## config.mk

```make
export PLATFORM = sky130hd
export DESIGN_NAME = hci_h4_inquiry_event_parser_top
export DESIGN_NICKNAME = d
export VERILOG_FILES = /design/src/hciinq_pkg.sv /design/src/hciinq_in_reg.sv /design/src/hciinq_parser.sv /design/src/hciinq_out_reg.sv /design/src/hci_h4_inquiry_event_parser_top.sv
export SDC_FILE = /design/constraint.sdc
export NUM_CORES = 1
export LEC_CHECK = 0
export ABC_AREA = 0
export BUFFER_PORTS_ARGS = -buffer_cell sky130_fd_sc_hd__buf_2
export CORE_MARGIN = 5
export CORE_UTILIZATION = 53
export DETAILED_ROUTE_END_ITERATION = 7
export GPL_ROUTABILITY_DRIVEN = 0
export PLACE_DENSITY = 0.77
export SLEW_MARGIN = 5
export SYNTH_ARGS = -nofsm -noshare
export SYNTH_HDL_FRONTEND = slang
export SYNTH_SLANG_ARGS = --single-unit
```

## constraint.sdc

```tcl
create_clock -name clk -period 6.1 [get_ports clk]
set_input_delay 0.915 -clock clk [delete_from_list [all_inputs] [get_ports clk]]
set_output_delay 0.915 -clock clk [all_outputs]
set_load 0.02 [all_outputs]
```

## src/hciinq_pkg.sv

```systemverilog
`timescale 1ns / 1ps

package hciinq_pkg;

  // H4 packet type and HCI event codes
  localparam logic [7:0] PKT_EVENT     = 8'h04;
  localparam logic [7:0] EV_INQ_DONE   = 8'h01;
  localparam logic [7:0] EV_INQ_RESULT = 8'h02;
  localparam logic [7:0] EV_INQ_RSSI   = 8'h22;
  localparam logic [7:0] NO_STATUS     = 8'hff;

  localparam logic       KIND_DEVICE = 1'b0;
  localparam logic       KIND_DONE   = 1'b1;

  localparam logic [2:0] ADDR_LAST_POS = 3'd5;
  localparam logic [15:0] SIGHT_MAX    = 16'hffff;

  // device slot within one event: at most 254 parameter bytes / 6
  localparam int DEV_W = 6;

  typedef enum logic [1:0] {
    PH_WAIT  = 2'd0,
    PH_CODE  = 2'd1,
    PH_LEN   = 2'd2,
    PH_PARAM = 2'd3
  } phase_t;

  typedef struct packed {
    logic        hit;
    logic        kind;
    logic [47:0] addr;
    logic [7:0]  status;
    logic [15:0] count;
  } result_t;

endpackage

```

## src/hciinq_in_reg.sv

```systemverilog
`timescale 1ns / 1ps

module hciinq_in_reg
  import hciinq_pkg::*;
(
  input  logic       clk,
  input  logic       rst_n,
  input  logic       in_valid,
  output logic       in_ready,
  input  logic [7:0] in_rx_byte,
  input  logic       out_free,
  output logic       adv,
  output logic [7:0] byte_q
);

  logic       valid_r;
  logic [7:0] byte_r;

  // advance the held request whenever the result register can take it
  assign adv      = valid_r && out_free;
  assign in_ready = !valid_r || out_free;
  assign byte_q   = byte_r;

  always_ff @(posedge clk) begin
    if (!rst_n) begin
      valid_r <= 1'b0;
    end else if (in_ready) begin
      valid_r <= in_valid;
    end
  end

  always_ff @(posedge clk) begin
    if (in_valid && in_ready) begin
      byte_r <= in_rx_byte;
    end
  end

endmodule

```

## src/hciinq_parser.sv

```systemverilog
`timescale 1ns / 1ps

module hciinq_parser
  import hciinq_pkg::*;
(
  input  logic       clk,
  input  logic       rst_n,
  input  logic       fire,
  input  logic [7:0] rx_byte,
  output result_t    res
);

  phase_t             phase_r, phase_nxt;
  logic [7:0]         code_r, code_nxt;
  logic [7:0]         len_r, len_nxt;
  logic [7:0]         idx_r, idx_nxt;
  logic [7:0]         total_r, total_nxt;
  logic [2:0]         pos_r, pos_nxt;
  logic [39:0]        acc_r, acc_nxt;
  logic [7:0]         status_r, status_nxt;
  logic [15:0]        sight_r, sight_nxt;
  logic [DEV_W-1:0]   dev_r, dev_nxt;
  logic               is_result_code;

  assign is_result_code = (code_r == EV_INQ_RESULT) || (code_r == EV_INQ_RSSI);

  always_comb begin
    phase_nxt  = phase_r;
    code_nxt   = code_r;
    len_nxt    = len_r;
    idx_nxt    = idx_r;
    total_nxt  = total_r;
    pos_nxt    = pos_r;
    acc_nxt    = acc_r;
    status_nxt = status_r;
    sight_nxt  = sight_r;
    dev_nxt    = dev_r;
    res        = '0;

    unique case (phase_r)
      PH_WAIT: begin
        if (rx_byte == PKT_EVENT) begin
          phase_nxt = PH_CODE;
        end
      end
      PH_CODE: begin
        code_nxt  = rx_byte;
        phase_nxt = PH_LEN;
      end
      PH_LEN: begin
        len_nxt    = rx_byte;
        idx_nxt    = '0;
        total_nxt  = '0;
        status_nxt = '0;
        pos_nxt    = '0;
        acc_nxt    = '0;
        dev_nxt    = '0;
        if (rx_byte == 8'd0) begin
          // empty event ends here
          phase_nxt = PH_WAIT;
          if (code_r == EV_INQ_DONE) begin
            res.hit    = 1'b1;
            res.kind   = KIND_DONE;
            res.status = NO_STATUS;
            res.count  = sight_r;
          end
        end else begin
          phase_nxt = PH_PARAM;
        end
      end
      PH_PARAM: begin
        if (idx_r == 8'd0) begin
          status_nxt = rx_byte;
          total_nxt  = rx_byte;
        end else if (is_result_code) begin
          if (pos_r != ADDR_LAST_POS) begin
            acc_nxt[{pos_r, 3'b000} +: 8] = rx_byte;
            pos_nxt = pos_r + 3'd1;
          end else begin
            pos_nxt = '0;
            acc_nxt = '0;
            dev_nxt = dev_r + DEV_W'(1);
            if ({{(8-DEV_W){1'b0}}, dev_r} < total_r) begin
              if (sight_r != SIGHT_MAX) begin
                sight_nxt = sight_r + 16'd1;
              end
              res.hit   = 1'b1;
              res.kind  = KIND_DEVICE;
              res.addr  = {rx_byte, acc_r};
              res.count = sight_nxt;
            end
          end
        end
        idx_nxt = idx_r + 8'd1;
        if (idx_nxt >= len_r) begin
          phase_nxt = PH_WAIT;
          if (code_r == EV_INQ_DONE) begin
            res.hit    = 1'b1;
            res.kind   = KIND_DONE;
            res.addr   = '0;
            res.status = status_nxt;
            res.count  = sight_r;
          end
        end
      end
      default: begin
        phase_nxt = PH_WAIT;
      end
    endcase

    if (!fire) begin
      res.hit = 1'b0;
    end
  end

  always_ff @(posedge clk) begin
    if (!rst_n) begin
      phase_r  <= PH_WAIT;
      code_r   <= '0;
      len_r    <= '0;
      idx_r    <= '0;
      total_r  <= '0;
      pos_r    <= '0;
      acc_r    <= '0;
      status_r <= '0;
      sight_r  <= '0;
      dev_r    <= '0;
    end else if (fire) begin
      phase_r  <= phase_nxt;
      code_r   <= code_nxt;
      len_r    <= len_nxt;
      idx_r    <= idx_nxt;
      total_r  <= total_nxt;
      pos_r    <= pos_nxt;
      acc_r    <= acc_nxt;
      status_r <= status_nxt;
      sight_r  <= sight_nxt;
      dev_r    <= dev_nxt;
    end
  end

endmodule

```

## src/hciinq_out_reg.sv

```systemverilog
`timescale 1ns / 1ps

module hciinq_out_reg
  import hciinq_pkg::*;
(
  input  logic        clk,
  input  logic        rst_n,
  input  logic        load,
  input  result_t     res,
  output logic        out_free,
  output logic        out_valid,
  input  logic        out_ready,
  output logic        out_result_kind,
  output logic [47:0] out_device_address,
  output logic [7:0]  out_status_code,
  output logic [15:0] out_sighting_count
);

  logic    valid_r;
  result_t res_r;

  assign out_free = !valid_r || out_ready;

  always_ff @(posedge clk) begin
    if (!rst_n) begin
      valid_r <= 1'b0;
    end else if (out_free) begin
      valid_r <= load && res.hit;
    end
  end

  always_ff @(posedge clk) begin
    if (out_free && load && res.hit) begin
      res_r <= res;
    end
  end

  assign out_valid          = valid_r;
  assign out_result_kind    = res_r.kind;
  assign out_device_address = res_r.addr;
  assign out_status_code    = res_r.status;
  assign out_sighting_count = res_r.count;

endmodule

```

## src/hci_h4_inquiry_event_parser_top.sv

```systemverilog
// HCI H4 inquiry event parser. Feed the received H4 byte stream one byte per
// request on the in_ channel; the block frames HCI events (packet type 0x04,
// event code, parameter length, parameters) and reports on the out_ channel
// one request per discovered device of an Inquiry Result or Inquiry Result
// with RSSI event, as soon as the sixth address byte arrives, carrying the
// 48-bit address (first received byte in bits 7:0) and a saturating count of
// devices seen since reset. An Inquiry Complete event gives one request at its
// end with the status byte, or 0xff when it has no parameters. Other events
// and stray bytes are dropped. Throughput is one byte per clock while the out_
// side takes its results: each byte is held in the input register, the framing
// logic updates its state and loads the result register in the same cycle, so
// a result reaches the out_ side through the input and the result register. The
// result register parts the two sides; when it holds an untaken result, the
// input side stalls only once the next byte is waiting too.
`timescale 1ns / 1ps

module hci_h4_inquiry_event_parser_top
  import hciinq_pkg::*;
(
  input  logic        clk,
  input  logic        rst_n,
  input  logic        in_valid,
  output logic        in_ready,
  input  logic [7:0]  in_rx_byte,
  output logic        out_valid,
  input  logic        out_ready,
  output logic        out_result_kind,
  output logic [47:0] out_device_address,
  output logic [7:0]  out_status_code,
  output logic [15:0] out_sighting_count
);

  logic       out_free;
  logic       adv;
  logic [7:0] byte_q;
  result_t    res;

  // hold each incoming byte until the result register has room
  hciinq_in_reg u_in_reg (
    .clk        (clk),
    .rst_n      (rst_n),
    .in_valid   (in_valid),
    .in_ready   (in_ready),
    .in_rx_byte (in_rx_byte),
    .out_free   (out_free),
    .adv        (adv),
    .byte_q     (byte_q)
  );

  // advance the framing state and build at most one result per byte
  hciinq_parser u_parser (
    .clk     (clk),
    .rst_n   (rst_n),
    .fire    (adv),
    .rx_byte (byte_q),
    .res     (res)
  );

  // register the result toward the consumer
  hciinq_out_reg u_out_reg (
    .clk                (clk),
    .rst_n              (rst_n),
    .load               (adv),
    .res                (res),
    .out_free           (out_free),
    .out_valid          (out_valid),
    .out_ready          (out_ready),
    .out_result_kind    (out_result_kind),
    .out_device_address (out_device_address),
    .out_status_code    (out_status_code),
    .out_sighting_count (out_sighting_count)
  );

endmodule
```

==> After elaboration in Yosys (flattened, before gate mapping) <==
Index checks and enable logic that the tools add are counted.
{ "word_totals": {"regBits": 190, "in_bits": 12, "output_inout_bits": 75, "word_cells": 110} }
{ "classes": {"add_sub_neg": 5, "order_cmp": 2, "eq_ne": 15, "shifts": 2, "muxes": 45, "bitwise": 2, "reduce_logical": 22} }
{ "ops": {"columns": ["operator", "count"], "rows": [
  ["50-bit 2-to-1 mux", 4],
  ["16-bit 2-to-1 mux", 10],
  ["74-bit 2-to-1 mux", 2],
  ["40-bit 2-to-1 mux", 3],
  ["40-bit case mux with 2 select lines", 1],
  ["24-bit 2-to-1 mux", 2],
  ["24-bit case mux with 2 select lines", 1],
  ["8-bit case mux with 2 select lines", 3],
  ["40-bit bitwise mux", 1],
  ["8-bit by 8-bit variable shift with 40-bit output (first input constant)", 1],
  ["8-bit by 8-bit variable part select with 40-bit output", 1],
  ["6-bit 2-to-1 mux", 3],
  ["16-bit by 1-bit adder with 16-bit output (second input constant)", 1],
  ["8-bit logical NOT", 2],
  ["8-bit 2-to-1 mux", 2],
  ["16-bit inequality test (second input constant)", 1],
  ["6-bit case mux with 2 select lines", 1],
  ["2-bit 2-to-1 mux", 5],
  ["3-bit 2-to-1 mux", 3],
  ["8-bit by 1-bit adder with 8-bit output (second input constant)", 1],
  ["8-bit by 1-bit == test with 1-bit output (second input constant)", 1],
  ["8-bit by 2-bit == test with 1-bit output (second input constant)", 1],
  ["8-bit by 3-bit == test with 1-bit output (second input constant)", 1],
  ["8-bit by 6-bit == test with 1-bit output (second input constant)", 1],
  ["25 further kinds", 41]
]} }

==> Longest topological paths before layout <==
{ "logic_depth": {"ltp_word": 16, "depth_mapped": 12, "mapped_depth_nobuf": 11} }

==> Modules after synthesis <==
Synthesis repeated with hierarchy kept, for this count alone.
{ "hier_totals": {"cells_unflattened": 804, "hier_area_um2": 8429.3} }
{ "modules_own_cells": {"columns": ["mod", "instances", "cells_each", "area_per_inst_um2", "seq_area_each_um2"], "rows": [
  ["hciinq_parser", 1, 712, 5866.9, 2142.1],
  ["hciinq_out_reg", 1, 78, 2257.2, 2212.1],
  ["hciinq_in_reg", 1, 14, 305.3, 260.2]
]} }

==> Worst setup path before layout <==
Ideal clock, no wire load.
{ "synth_path": {"path_type": "flip-flop to flip-flop", "from": "reg u_parser.idx_r[2]", "to": "reg u_out_reg.res_r (netlist bit u_out_reg.out_device_address[0]), enable pin", "setup_ns": 0.505, "arrival_ns": 5.424, "setup_slack_ns": 0.171, "path_stages_with_launch": 13, "path_buffers": 1, "period_less_slack_ns": 5.929, "cell_sequence": "dfxtp_1 -> and3_1 -> and3_1 -> and3_1 -> xor2_1 -> ha_1 -> nand4_1 -> nor2_1 -> a211oi_1 -> a211oi_4 -> buf_2 -> nor2_1 -> nor2_1"} }
{ "synth_via": {"elab_chain_cells": 7, "word_cells_on_any_way": 9, "cone_classes": "add/sub (1); order compare (1); mux (5); reduce/logical (2)"} }
{ "synth_lines": {"columns": ["item", "line_no", "text"], "rows": [
  ["start, declared", "hciinq_parser.sv:16", "logic [7:0] idx_r, idx_nxt;"],
  ["start signal, assigned", "hciinq_parser.sv:132", "idx_r <= idx_nxt;"],
  ["branches (longest 3 deep; another with 8-bit by 1-bit adder with 8-bit output)", null, null],
  ["74-bit 2-to-1 mux *", "hciinq_parser.sv:95", "if (idx_nxt >= len_r) begin"],
  ["2-bit case mux with 2 select lines *", "hciinq_parser.sv:40", "unique case (phase_r)"],
  ["1-bit 2-to-1 mux *", "hciinq_parser.sv:111", "if (!fire) begin"],
  ["1-bit logical AND *", "hciinq_out_reg.sv:33", "if (out_free && load && res.hit) begin"],
  ["end signal, assigned", "hciinq_out_reg.sv:34", "res_r <= res;"],
  ["end, declared", "hciinq_out_reg.sv:20", "result_t res_r;"]
]} }
Mark *: on every way between the ends.
A chain may end at the register's enable or synchronous reset.

==> Worst setup path after layout <==
{ "layout_path": {"from": "reg u_parser.idx_r[2]", "to": "reg u_out_reg.res_r (netlist bit u_out_reg.out_device_address[30]), enable pin"} }
Same word-level chain as after synthesis.

==> impl_results.html <==
<table>
<tr><th>Metric</th><th>Value</th></tr>
<tr><th colspan="2">Outcome</th></tr>
<tr><td>Status</td><td>complete, no violations</td></tr>
<tr><th colspan="2">STA</th></tr>
<tr><td>Setup slack of the critical path after layout</td><td>roughly 2100 ps</td></tr>
<tr><td>Final Slew Violations</td><td>0</td></tr>
<tr><td>Achievable Freq</td><td>247 MHz</td></tr>
<tr><td>Final period util</td><td>66.3%</td></tr>
<tr><td>Actual transition at the worst max-transition pin</td><td>973 ps</td></tr>
<tr><td>Setup violations, final</td><td>0</td></tr>
<tr><td>Final hold violations</td><td>0</td></tr>
<tr><td>Min Clock Period, post-route</td><td>between 4000 and 5000 ps</td></tr>
<tr><td>Total Neg Setup Slack</td><td>0 ps</td></tr>
<tr><td>Worst clock skew</td><td>around 9.8 ps</td></tr>
<tr><td>Worst relative slew slack</td><td>a little over a third</td></tr>
<tr><td>RSZ-0062 raised after global routing</td><td>false</td></tr>
<tr><th colspan="2">Cells and area</th></tr>
<tr><td>Layout filler cell count</td><td>1318</td></tr>
<tr><td>Net count reported at finish</td><td>around 930</td></tr>
<tr><td>Antenna cells</td><td>0</td></tr>
<tr><td>Share of post-route cells with drive strength above 1</td><td>16.5%</td></tr>
<tr><td>Area added between synthesis and finish</td><td>13.2%</td></tr>
<tr><th colspan="2">Die</th></tr>
<tr><td>Count of standard-cell rows</td><td>46</td></tr>
<tr><td>Die height</td><td>approximately 140 um</td></tr>
<tr><td>Core region area</td><td>15800 um^2</td></tr>
<tr><td>Top-Level Pins</td><td>87</td></tr>
<tr><td>Die X-Extent</td><td>137 um</td></tr>
<tr><td>Die Footprint</td><td>about 19000 um^2</td></tr>
<tr><td>Initial Util</td><td>a little over half</td></tr>
<tr><th colspan="2">Synthesis</th></tr>
<tr><td>Syn nets</td><td>870</td></tr>
<tr><td>Mean Syn Cell Area</td><td>between 10 and 15 um^2</td></tr>
<tr><td>Cells after synthesis</td><td>~840</td></tr>
<tr><td>Main flop type after synthesis</td><td>dfxtp_1</td></tr>
<tr><td>Largest cells by area after synthesis</td><td>edfxtp_1 28%, dfxtp_1 26%, and2_1 3.9%</td></tr>
<tr><td>FFs w/ async S/R, synth</td><td>0%</td></tr>
<tr><td>Distinct cells, synth</td><td>71</td></tr>
<tr><td>Synth warn</td><td>0</td></tr>
<tr><td>Cell area after synthesis</td><td>approximately 8500 um^2</td></tr>
<tr><td>Yosys reg bits</td><td>190</td></tr>
<tr><td>Area share of the leading cell type in the synthesized netlist</td><td>28.5%</td></tr>
<tr><td>Number of enable flip-flop cells after synthesis</td><td>about 80</td></tr>
<tr><td>Cell type contributing the most total cell area after synthesis</td><td>edfxtp_1</td></tr>
<tr><td>Post-synthesis sequential area ratio</td><td>roughly 54%</td></tr>
<tr><th colspan="2">Route</th></tr>
<tr><td>Routed length per placed instance</td><td>around 16 um</td></tr>
<tr><td>Vias post-DR</td><td>~6.3k</td></tr>
<tr><td>DRT iter0 DRCs</td><td>between 500 and 600</td></tr>
<tr><td>Number of search-and-repair iterations in the first detailed-routing pass</td><td>5</td></tr>
<tr><td>Sum of routed wire length over all layers</td><td>between 15000 and 20000 um</td></tr>
<tr><td>Remaining routing DRC violations</td><td>0</td></tr>
<tr><td>Antenna-violating nets left</td><td>0</td></tr>
<tr><td>Detailed-route vias per instance</td><td>between 5 and 6</td></tr>
<tr><th colspan="2">Job</th></tr>
<tr><td>Max-Cap Viols</td><td>0</td></tr>
<tr><th colspan="2">Global routing</th></tr>
<tr><td>Routing usage on met1</td><td>roughly 28%</td></tr>
<tr><td>GRT Total Usage</td><td>between 20 and 25%</td></tr>
<tr><td>Antenna violations before repair</td><td>0</td></tr>
<tr><td>Met3 demand-to-capacity share in global routing</td><td>4.89%</td></tr>
<tr><td>Busiest layer in global routing</td><td>met2</td></tr>
<tr><td>Wire length of the first global-routing pass</td><td>between 20000 and 30000 um</td></tr>
<tr><td>Largest net degree at the start of global routing</td><td>77</td></tr>
<tr><td>Remaining global-route overflow</td><td>0</td></tr>
<tr><td>Via count of the first global-routing pass</td><td>6003</td></tr>
<tr><td>Global Route met2 Usage</td><td>between 30% and 40%</td></tr>
<tr><th colspan="2">CTS</th></tr>
<tr><td>Number of hold buffers added after CTS</td><td>0</td></tr>
<tr><td>Maximum number of buffers from clock root to sink</td><td>2</td></tr>
<tr><td>Post-cts repair resize count</td><td>0</td></tr>
<tr><td>Buffer cell driving the clock tree root</td><td>clkbuf_16</td></tr>
<tr><td>Clock slew at reported path FFs</td><td>70 ps</td></tr>
<tr><td>Clock Sink Count</td><td>190</td></tr>
<tr><td>CTS H-tree depth</td><td>4</td></tr>
<tr><td>Clock latency on the worst-skew pair</td><td>440 ps</td></tr>
<tr><td>Setup Buffers After CTS</td><td>0</td></tr>
<tr><td>Clock tree from TritonCTS</td><td>built</td></tr>
<tr><td>Number of buffers inserted during clock tree synthesis</td><td>17</td></tr>
<tr><th colspan="2">Critical path</th></tr>
<tr><td>Maximum fanout count along the critical path</td><td>between 70 and 80</td></tr>
<tr><td>Startpoint type of the worst setup path</td><td>flop</td></tr>
<tr><td>Crit. End Element</td><td>flop</td></tr>
<tr><td>Reg-to-reg startpoint</td><td>u_parser.idx_r[2]</td></tr>
<tr><td>Arrival @ worst endpoint</td><td>around 4000 ps</td></tr>
<tr><td>Critical path launch point</td><td>u_parser.idx_r[2]</td></tr>
<tr><td>Setup Crit Path Kind</td><td>reg2reg</td></tr>
<tr><td>Req. time, crit path</td><td>slightly above 6000 ps</td></tr>
<tr><th colspan="2">Hold path</th></tr>
<tr><td>Launch instance of the worst min-delay path</td><td>u_parser.acc_r[26]</td></tr>
<tr><td>Hold WC Path Type</td><td>reg2reg</td></tr>
<tr><th colspan="2">Placement</th></tr>
<tr><td>Post-placement setup slack</td><td>approximately 2100 ps</td></tr>
<tr><td>Half-perimeter wire length after detailed placement</td><td>between 10000 and 15000 um</td></tr>
<tr><td>Input/output buffers</td><td>86</td></tr>
<tr><th colspan="2">Power and ir drop</th></tr>
<tr><td>Leakage power total</td><td>3.97 nW</td></tr>
<tr><td>P per Cell Area</td><td>between 200 and 300 nW/um^2</td></tr>
<tr><td>Maximum ir drop on the vdd rail</td><td>roughly 0.19 mV</td></tr>
</table>
cell usage after synthesis (all sizes together), types with 5 or more instances:
library cell,count
buf,19
nand4,29
o22ai,8
nand2,77
and2,54
a22oi,11
and3,10
or3,11
mux2i,27
dfxtp,109
a22o,10
a21oi,37
ha,23
a211oi,6
nor4,8
clkbuf,29
edfxtp,81
nor2,68
nand3,47
a21o,7
xor2,12
o41ai,5
nor3b,5
o21ai,55
inv,26
nor3,14
cell families after synthesis:
family          Yosys count  synth area share (%)
xor+xnor                 15                  1.54
fa+ha+maj                23                  3.37
simple gates            343                  21.5
buf+inv                  74                  3.66
mux                      27                  3.16
flops                   190                  54.0
compound gates          163                  12.7
path summary, 6_finish.rpt:
| check | end | slack, ps | depth (start not counted) |
|---|---|---|---|
| max | u_out_reg.out_device_address[30] | 2060 | 12 |
| min | u_parser.acc_r[26] | 450 | 2 |
| max reg2reg | u_out_reg.out_device_address[30] | 2060 | 12 |
| min reg2reg | u_parser.acc_r[26] | 450 | 2 |
metal layers:
metal  vias to the layer above  wire length [um]
li1                       3132                 -
met1                      2939              8330
met2                       201              8120
met3                        38              1390
met4                         0               412
met5                         -                 0
cell usage in the layout (no fill, tap or decap), types with 12 or more instances in the layout:
cell / Yosys / final
ha_1: 23 / 23
o21ai_0: 49 / 49
nand2_1: 75 / 75
buf_2: 13 / 86
edfxtp_1: 81 / 81
clkbuf_16: 0 / 17
a21oi_1: 35 / 35
nor2_1: 68 / 67
dfxtp_1: 109 / 109
and2_1: 53 / 53
mux2i_1: 27 / 27
nand3_1: 46 / 46
inv_1: 25 / 25
nand4_1: 27 / 27
xor2_1: 12 / 12
worst max-delay path, stage by stage, from the launching register on:
cell	delay (ps)
dfxtp_1	430
and3_1	270
and3_1	240
and3_1	180
xor2_1	80
ha_1	310
nand4_1	90
nor2_1	110
a211oi_1	180
a211oi_4	750
nor2_1	180
nor2_4	110
buf_4	700
report_power, final:
group / switching, mW / internal, mW / total, mW
logic: 0.0202 / 0.00634 / 0.0266
clock network: 0.507 / 0.619 / 1.13
registers: 0.0161 / 1.32 / 1.33
per-stage QoR:
| stage | utilization, % | hold slack (ps) | power (mW) | cell area (um^2) | std cells |
|---|---|---|---|---|---|
| detailed placement | 57.3 | 436 | 1.39 | 9070 | 1093 |
| floorplan | - | 424 | 1.37 | 8540 | 835 |
| global route | 61.1 | 477 | 2.56 | 9670 | 1125 |
| CTS | 61.1 | 448 | 2.50 | 9670 | 1125 |
| finish | 61.1 | 447 | 2.49 | 9670 | 1125 |
| global placement | 57.3 | 436 | 1.39 | 9070 | 1093 |
final cells by class:
class / count / area, um^2 / area share, %
inverter: 26 / 97.6 / 1.01
tap: 216 / 270 / 2.80
sequential: 190 / 4610 / 47.7
clock buffer: 17 / 425 / 4.40
multi-input combinational: 571 / 3630 / 37.5
clock inverter: 15 / 171 / 1.77
timing repair buffer: 90 / 460 / 4.76
registers in the layout, summed over array words and instances (netlist names):
name	cells
u_out_reg.out_status_code	8
u_in_reg.byte_q	8
u_out_reg.out_valid	1
u_in_reg.valid_r	1
u_parser.pos_r	3
u_parser.sight_r	16
u_parser.code_r	8
u_out_reg.out_sighting_count	16
u_parser.len_r	8
u_out_reg.out_result_kind	1
u_parser.idx_r	8
u_parser.dev_r	6
u_parser.acc_r	40
u_parser.phase_r	2
u_parser.status_r	8
u_parser.total_r	8
u_out_reg.out_device_address	48
No activity file was read; power rests on OpenSTA's default activity.
